<file path="src/hw/rtl/f2i_pkg.sv">
// ----------------------------------------------------------------------------
// f2i_pkg
// Types and constants for the single-precision to integer converter.
// ----------------------------------------------------------------------------
package f2i_pkg;

  localparam logic [1:0] FuncI8  = 2'd0;
  localparam logic [1:0] FuncI16 = 2'd1;
  localparam logic [1:0] FuncI32 = 2'd2;
  localparam logic [1:0] FuncI64 = 2'd3;

  localparam logic [1:0] StatusOk       = 2'd0;
  localparam logic [1:0] StatusInvalid  = 2'd1;
  localparam logic [1:0] StatusOverflow = 2'd2;

  localparam logic [63:0] MinI32Ext = 64'hFFFF_FFFF_8000_0000;
  localparam logic [63:0] MinI64    = 64'h8000_0000_0000_0000;

  typedef struct packed {
    logic [1:0]  func;
    logic [31:0] real_bits;
  } f2i_in_t;

  typedef struct packed {
    logic signed [63:0] int_result;
    logic               ok_flag;
    logic [1:0]         status;
  } f2i_out_t;

endpackage

</file>
<file path="src/hw/rtl/f2i_convert.sv">
// ----------------------------------------------------------------------------
// f2i_convert
// Combinational truncation of a single-precision value to a signed integer.
// ----------------------------------------------------------------------------
module f2i_convert import f2i_pkg::*; (
  input  f2i_in_t  item_i,
  output f2i_out_t res_o
);

  logic        neg;
  logic [7:0]  expo;
  logic [23:0] mant;
  logic [4:0]  rsh;
  logic [23:0] mag;
  logic        fits;

  assign neg  = item_i.real_bits[31];
  assign expo = item_i.real_bits[30:23];
  assign mant = {1'b1, item_i.real_bits[22:0]};
  // Right shift amount for exponents 0..23; larger ones never fit any target.
  assign rsh  = 5'(8'd150 - expo);

  always_comb begin
    mag  = 24'd0;
    fits = 1'b1;
    if (expo >= 8'd127 && expo <= 8'd150) begin
      mag = mant >> rsh;
    end
    if (expo > 8'd150) begin
      // Magnitude of at least 2^24 is out of range for every target.
      fits = 1'b0;
    end else begin
      case (item_i.func)
        FuncI8:  fits = neg ? (mag <= 24'd128) : (mag <= 24'd127);
        FuncI16: fits = neg ? (mag <= 24'd32768) : (mag <= 24'd32767);
        // The 24-bit magnitude is always strictly below 2^24 here.
        default: fits = 1'b1;
      endcase
    end
  end

  // Select the result: invalid first, then overflow, then the value.
  always_comb begin
    if (expo == 8'hFF) begin
      res_o.ok_flag = 1'b0;
      res_o.status  = StatusInvalid;
      case (item_i.func)
        FuncI32: res_o.int_result = MinI32Ext;
        FuncI64: res_o.int_result = MinI64;
        default: res_o.int_result = 64'sd0;
      endcase
    end else if (!fits) begin
      res_o.ok_flag    = 1'b0;
      res_o.status     = StatusOverflow;
      res_o.int_result = 64'sd0;
    end else begin
      res_o.ok_flag    = 1'b1;
      res_o.status     = StatusOk;
      res_o.int_result = neg ? -$signed({40'd0, mag}) : $signed({40'd0, mag});
    end
  end

endmodule

</file>
<file path="src/hw/rtl/float_to_int_truncate.sv">
// ----------------------------------------------------------------------------
// float_to_int_truncate
// Single-precision to signed integer conversion, truncating toward zero.
// ----------------------------------------------------------------------------
// One transaction is accepted every cycle while the skid register is empty.
// The conversion is a single shifter and compare stage between the input
// port and the result register; a skid register on the output holds one
// result during an output stall, and input is stalled while it is occupied.
module float_to_int_truncate import f2i_pkg::*; (
  input  logic     clk_i,
  input  logic     rst_ni,
  input  logic     in_valid_i,
  output logic     in_stall_o,
  input  f2i_in_t  in_data_i,
  output logic     out_valid_o,
  input  logic     out_stall_i,
  output f2i_out_t out_data_o
);

  logic     res_valid_q, skid_valid_q;
  f2i_out_t res_q, skid_q, conv;

  f2i_convert u_convert (
    .item_i (in_data_i),
    .res_o  (conv)
  );

  // Stall input only while the skid register is occupied.
  assign in_stall_o  = skid_valid_q;
  assign out_valid_o = res_valid_q;
  assign out_data_o  = res_q;

  // Control: result register with skid buffer behind it.
  always_ff @(posedge clk_i or negedge rst_ni) begin
    if (!rst_ni) begin
      res_valid_q  <= 1'b0;
      skid_valid_q <= 1'b0;
    end else begin
      if (!res_valid_q || !out_stall_i) begin
        res_valid_q  <= skid_valid_q || in_valid_i;
        skid_valid_q <= 1'b0;
      end else if (in_valid_i && !skid_valid_q) begin
        skid_valid_q <= 1'b1;
      end
    end
  end

  // Payload registers.
  always_ff @(posedge clk_i) begin
    if (!res_valid_q || !out_stall_i) begin
      res_q <= skid_valid_q ? skid_q : conv;
    end else if (in_valid_i && !skid_valid_q) begin
      skid_q <= conv;
    end
  end

endmodule

</file>
<file path="config.mk">
export PLATFORM = sky130hd
export DESIGN_NAME = float_to_int_truncate
export DESIGN_NICKNAME = d
export VERILOG_FILES = /design/src/hw/rtl/f2i_pkg.sv /design/src/hw/rtl/f2i_convert.sv /design/src/hw/rtl/float_to_int_truncate.sv
export SDC_FILE = /design/constraint.sdc
export NUM_CORES = 1
export LEC_CHECK = 0
export BUFFER_PORTS_ARGS = -buffer_cell sky130_fd_sc_hd__clkbuf_2
export CORE_UTILIZATION = 42
export CTS_CLUSTER_SIZE = 40
export DETAILED_ROUTE_END_ITERATION = 12
export PLACE_DENSITY = 0.58
export SYNTH_ARGS = -nofsm -noshare
export SYNTH_HDL_FRONTEND = slang
export SYNTH_SLANG_ARGS = --single-unit
export TNS_END_PERCENT = 30
</file>
<file path="constraint.sdc">
create_clock -name clk_i -period 12.8 [get_ports clk_i]
set_input_delay 3.84 -clock clk_i [delete_from_list [all_inputs] [get_ports clk_i]]
set_output_delay 3.84 -clock clk_i [all_outputs]
set_load 0.02 [all_outputs]
</file>
Word-level counts from Yosys, hierarchy flattened

Index checks and enable logic that the tools add are counted.

Word-level logic and storage cells: 45
Output and inout bits: 69
Bits of input ports: 38
Register bits after elaboration: 136

Add/sub/neg operators: 2
Shift operators: 1
Mux-type cells: 12
$lt $le $gt $ge: 7
Reduce and logical (&&, ||, !) cells: 10
Equality and inequality tests: 4
Bitwise operators: 1

Operators with widths:

| kind                                                               | number |
|---|---|
| 2-to-1 mux 67 bit                                                  | 3 |
| case mux 64 bit (2 select lines)                                   | 1 |
| 2-to-1 mux 64 bit                                                  | 1 |
| negator 24 -> 64 bit                                               | 1 |
| <= comparator 24 x 15 -> 1 bit (second input constant)             | 1 |
| <= comparator 24 x 16 -> 1 bit (second input constant)             | 1 |
| <= comparator 24 x 7 -> 1 bit (second input constant)              | 1 |
| <= comparator 24 x 8 -> 1 bit (second input constant)              | 1 |
| 2-to-1 mux 24 bit                                                  | 1 |
| >> shifter 24 x 5 -> 24 bit                                        | 1 |
| == test 8 bit (second input constant)                              | 1 |
| greater-or-equal comparator 8 x 7 -> 1 bit (second input constant) | 1 |
| > comparator 8 bit (second input constant)                         | 1 |
| <= comparator 8 bit (second input constant)                        | 1 |
| 2-to-1 mux 1 bit                                                   | 5 |
| subtractor 5 bit (first input constant)                            | 1 |
| == test 2 bit (second input constant)                              | 2 |
| logical NOT 1 bit                                                  | 3 |
| == test 2 x 1 -> 1 bit (second input constant)                     | 1 |
| logical AND 1 bit                                                  | 2 |
| logical NOT 2 bit                                                  | 1 |
| logical OR 1 bit                                                   | 2 |
| case mux 1 bit (2 select lines)                                    | 1 |
| AND reduction 2 bit                                                | 1 |
| other kinds (2)                                                    | 2 |

Logic depth before layout (Yosys ltp)

Depth in word-level cells: 10
Depth in mapped cells: 23
Mapped depth without buffers: 15

By module

Synthesis repeated with hierarchy kept, for this count alone.

Cell total of the unflattened synthesis: 634
Area total of the unflattened synthesis: 8,277.9 um2

Modules (own cells, without submodules):

| module                | seq. area each (um2) | instances | cells an instance | area each (um2) |
|---|---|---|---|---|
| float_to_int_truncate | 4,073.9              | 1         | 215               | 5,258.8 |
| f2i_convert           | 0.0                  | 1         | 419               | 3,019.1 |

Worst setup path after synthesis

No wires, ideal clock.

Kind: in2reg
From: input port out_stall_i
To: register skid_q[0] (netlist bit), enable pin
Path buffers: 0
Arrival time: 9,541 ps
Required time: 12,243 ps
Slack: 2,701 ps
Stages: 2
Library setup time: 557 ps
Cell sequence: nand2_1 -> nor3b_1

Cells in the longest elaborated chain, start to end: 4

Ends and longest elaborated chain:

| element                              | RTL line                    | text |
|---|---|---|
| start: declaration                   | float_to_int_truncate.sv:16 | `input logic out_stall_i,` |
| logical NOT 1 bit                    | float_to_int_truncate.sv:50 | `if (!res_valid_q \|\| !out_stall_i) begin` |
| logical OR 1 bit                     | float_to_int_truncate.sv:50 |  |
| inverter 1 bit (no source line)      | n/a                         |  |
| AND reduction 2 bit (no source line) | n/a                         |  |
| end signal: assignment               | float_to_int_truncate.sv:53 | `skid_q <= conv;` |
| end: declaration                     | float_to_int_truncate.sv:21 | `f2i_out_t res_q, skid_q, conv;` |

Every way passes these cells.
A chain may end at the register's enable or synchronous reset.

Final worst setup path

From: input port in_data_i[23] (netlist bit)
To: register res_q, in the netlist out_data_o[39], data pin

Cells in the longest elaborated chain, start to end: 10
Elaborated cells on any way between the ends: 21
Classes of those cells: add/sub: 2; order compare: 7; eq/ne: 1; shift: 1; mux: 9; reduce/logical: 1

Ends and longest elaborated chain:

| element                                                                 | RTL line                             | text |
|---|---|---|
| start: declaration                                                      | float_to_int_truncate.sv:14          | `input f2i_in_t in_data_i,` |
| subtractor 5 bit (tied with other cells)                                | f2i_convert.sv:21                    | `assign rsh = 5'(8'd150 - expo);` |
| >> shifter 24 x 5 -> 24 bit / logical AND 1 bit (equally long branches) | f2i_convert.sv:27, f2i_convert.sv:26 |  |
| 2-to-1 mux 24 bit                                                       | f2i_convert.sv:26                    | `if (expo >= 8'd127 && expo <= 8'd150) begin` |
| <= comparator 24 x 15 -> 1 bit (tied with other cells)                  | f2i_convert.sv:35                    | `FuncI16: fits = neg ? (mag <= 24'd32768) : (mag <= 24'd32767);` |
| 2-to-1 mux 1 bit (on tied branches)                                     | f2i_convert.sv:35, f2i_convert.sv:34 |  |
| case mux 1 bit (2 select lines)                                         | f2i_convert.sv:33                    | `case (item_i.func)` |
| 2-to-1 mux 1 bit                                                        | f2i_convert.sv:29                    | `if (expo > 8'd150) begin` |
| 2-to-1 mux 67 bit                                                       | f2i_convert.sv:52                    | `end else if (!fits) begin` |
| 2-to-1 mux 67 bit (*)                                                   | f2i_convert.sv:44                    | `if (expo == 8'hFF) begin` |
| 2-to-1 mux 67 bit (*)                                                   | float_to_int_truncate.sv:51          | `res_q <= skid_valid_q ? skid_q : conv;` |
| end signal: assignment                                                  | float_to_int_truncate.sv:51          |  |
| end: declaration                                                        | float_to_int_truncate.sv:21          |  |

Mark *: on every way between the ends. The rest lies on a longest branch, timed or not.

==> results.ini <==
[status]
status=complete, no violations

[sta]
finalCritPeriodShare_pct=75.44
drv_slew=0
final.setup.tns_ps=0
worst_pin_slew_ps=1061
finClkSkew_ps=5.972
maxSlewHeadroom_pct=28.98
rsz0062_at_grt=no
fin_ws_ps=3144
finalHoldViolCount=0
whs_ps=524.1
setup_viol=0
max_freq_mhz=103.6
period_needed_ps=9656

[cells_and_area]
syn2layout_area_growth_pct=15.05
num_antenna_cells=0
nNetsFinal=829
drive_above_1_share_pct=27.44
mostFrequentLayoutCells=edfxtp_1 (116), clkbuf_2 (106), nand2_1 (92), nor2_1 (67), inv_1 (39)
final_common_cell=edfxtp_1

[placement]
dpl.hpwl_um=13380
place_congestion=0.9384
port_buffers=106
place_ws_ps=2789

[power]
combPwrFrac_pct=23.4
net-switching-power_uw=385.0
clkPwrFrac_pct=38.1
netSwitchingFraction_pct=30.40
p_int_uw=881.3
seqPwrFrac_pct=38.4
fin_total_pwr_uw=1266
cellPowerDensity_nw_per_um2=146.1
p_leak_uw=0.003549
vdd_drop_max_uv=119.3

[die]
row_count=48
core_sq_um=17420
die_h_um=135.9
die-area_sq_um=18470
initial_core_util_pct=43.25
fp.dieW_um=135.9
pin_count=107

[critical_path]
critPathArrivalTime_ps=9780
cp-end-kind=register
crit_required_ps=12920
start_kind=input port
crit_path_max_fanout=37
crit_type=input port to register

[global_routing]
grt_pass1_vias=5394
grt_overflow=0
grt_use_total_pct=20.82
antenna_found_initial=0
grt_max_degree=68
grt_pass1_wl_um=29230

[synthesis]
synthArstFlopShare_pct=1.695
synth-seq-area-share_pct=46.91
netlist_instances=710
synth_enable_flop_cells=116
yosysUniqueCellTypes=90
synth_area_sq_um=7532
yosysWarningCount=0
synth_fp_nets=754
ys_ff_latch=118
synth_ff_type=edfxtp_1
syn_avg_cell_area_sq_um=10.61

[clocking]
ctsResizeCount=0
htree_levels=4
cts_setup_buffers=0
cts.sinks=118
cts_made_buffers=17
cts_tree=yes
clock_latency_ps=420
root_buffer=clkbuf_16
clockBufferDepth=2
cts_hold_buffers=0
cts.clk_slew.worst_paths_ps=60

[flow_run]
cap_violations=0

[detailed_routing]
post-route-drc-count=0
first_pass_iters=5
wl_per_cell_um=18.16
routed_via_density=5.692
initialDrtViolationCount=414
vias=5823
wl_um=18580
drtAntennaViolNets=0

[min_path]
hold_path.class=register to register

## layer usage
layer | GRT usage (%) | vias to the layer above | part of all wire (%)
met4 | 8.210 | 0 | 2.5
met1 | 27.49 | 2797 | 45
met3 | 4.623 | 38 | 5.4
met2 | 33.16 | 208 | 48
met5 | 0 | - | 0
li1 | - | 2780 | -
## cell type report
type	count	area, sq um
Tap cell	225	281.5
Inverter	40	155.1
Multi-Input combinational cell	496	3515
Fill cell	1601	8751
Sequential cell	118	3535
Clock buffer	18	429.2
Clock inverter	14	175.2
Timing Repair Buffer	112	575.6
## metrics by stage
stage                     cells  instance area, sq um  util (%)
after floorplan             710                  7532         -
after global placement      991                  8061     46.29
after detailed placement    991                  8061     46.29
after CTS                  1023                  8666     49.76
after global routing       1023                  8666     49.76
final                      1023                  8666     49.76
## cell usage after synthesis (5+ instances only)
library cell	instances	share of area, %
nand3_1	12	0.80
o31ai_2	10	1.7
a21oi_1	36	2.4
mux2_2	21	3.1
mux4_2	8	2.4
o31ai_1	9	0.90
mux2_1	5	0.75
o21ai_0	26	1.7
buf_6	10	1.5
ha_1	6	1.0
o21ai_1	8	0.53
nor2_1	67	3.3
buf_2	12	0.80
mux2i_1	24	3.2
o22ai_1	5	0.42
xor2_1	9	1.0
nor3_1	17	1.1
xnor2_1	7	0.81
buf_4	11	1.1
o21a_1	5	0.50
inv_1	39	1.9
nand2b_1	11	0.91
edfxtp_1	116	46
clkbuf_1	22	1.1
nand2_1	93	4.6
a221oi_1	5	0.58
## worst paths after layout
check | from | to | slack (ps) | cells after the start
hold reg to reg | skid_q[32]$_DFFE_PP_ | out_data_o[32]$_DFFE_PN_ | 520 | 2
max in group asynchronous | rst_ni | in_stall_o$_DFFE_PN0P_ | 9490 | 1
min in group asynchronous | rst_ni | out_valid_o$_DFFE_PN0N_ | 3200 | 1
hold / removal | skid_q[32]$_DFFE_PP_ | out_data_o[32]$_DFFE_PN_ | 520 | 2
setup / recovery | in_data_i[23] | out_data_o[39]$_DFFE_PN_ | 3140 | 16
setup reg to reg | in_stall_o$_DFFE_PN0P_ | out_data_o[50]$_DFFE_PN_ | 10460 | 4
## registers in the layout, summed over array words and instances (netlist names)
name	flops
in_stall_o	1
out_data_o	58
out_valid_o	1
skid_q	58
## power by group through the flow
stage,Sequential (uW),Combinational (uW),Clock (uW)
after floorplan,527,189,0
final,487,297,483
after CTS,487,297,490
after global placement,494,292,0
after detailed placement,495,295,0
after global routing,491,324,507
## cell families (layout without fill, tap and decap cells)
| group | count (synthesis) | after routing | share of synthesized area (%) |
|---|---|---|---|
| compound gates | 165 | 165 | 16.98 |
| xor+xnor | 19 | 19 | 2.658 |
| fa+ha+maj | 6 | 6 | 0.9967 |
| buf+inv | 96 | 184 | 6.595 |
| flops | 118 | 118 | 46.91 |
| mux | 60 | 60 | 9.950 |
| simple gates | 246 | 246 | 15.91 |
## worst max-delay path, stage by stage
cell       delay (ps)
clkbuf_2          600
inv_1             590
ha_1              460
buf_4             380
mux2_2            420
mux4_2            490
o221a_1           150
a221oi_2          400
ha_1              250
inv_1              50
nor4_1            270
nand4bb_1         400
nand2b_1          360
nand2b_1          220
a21oi_1           710
a21oi_1           130
Power figures use the tool's default switching activity.
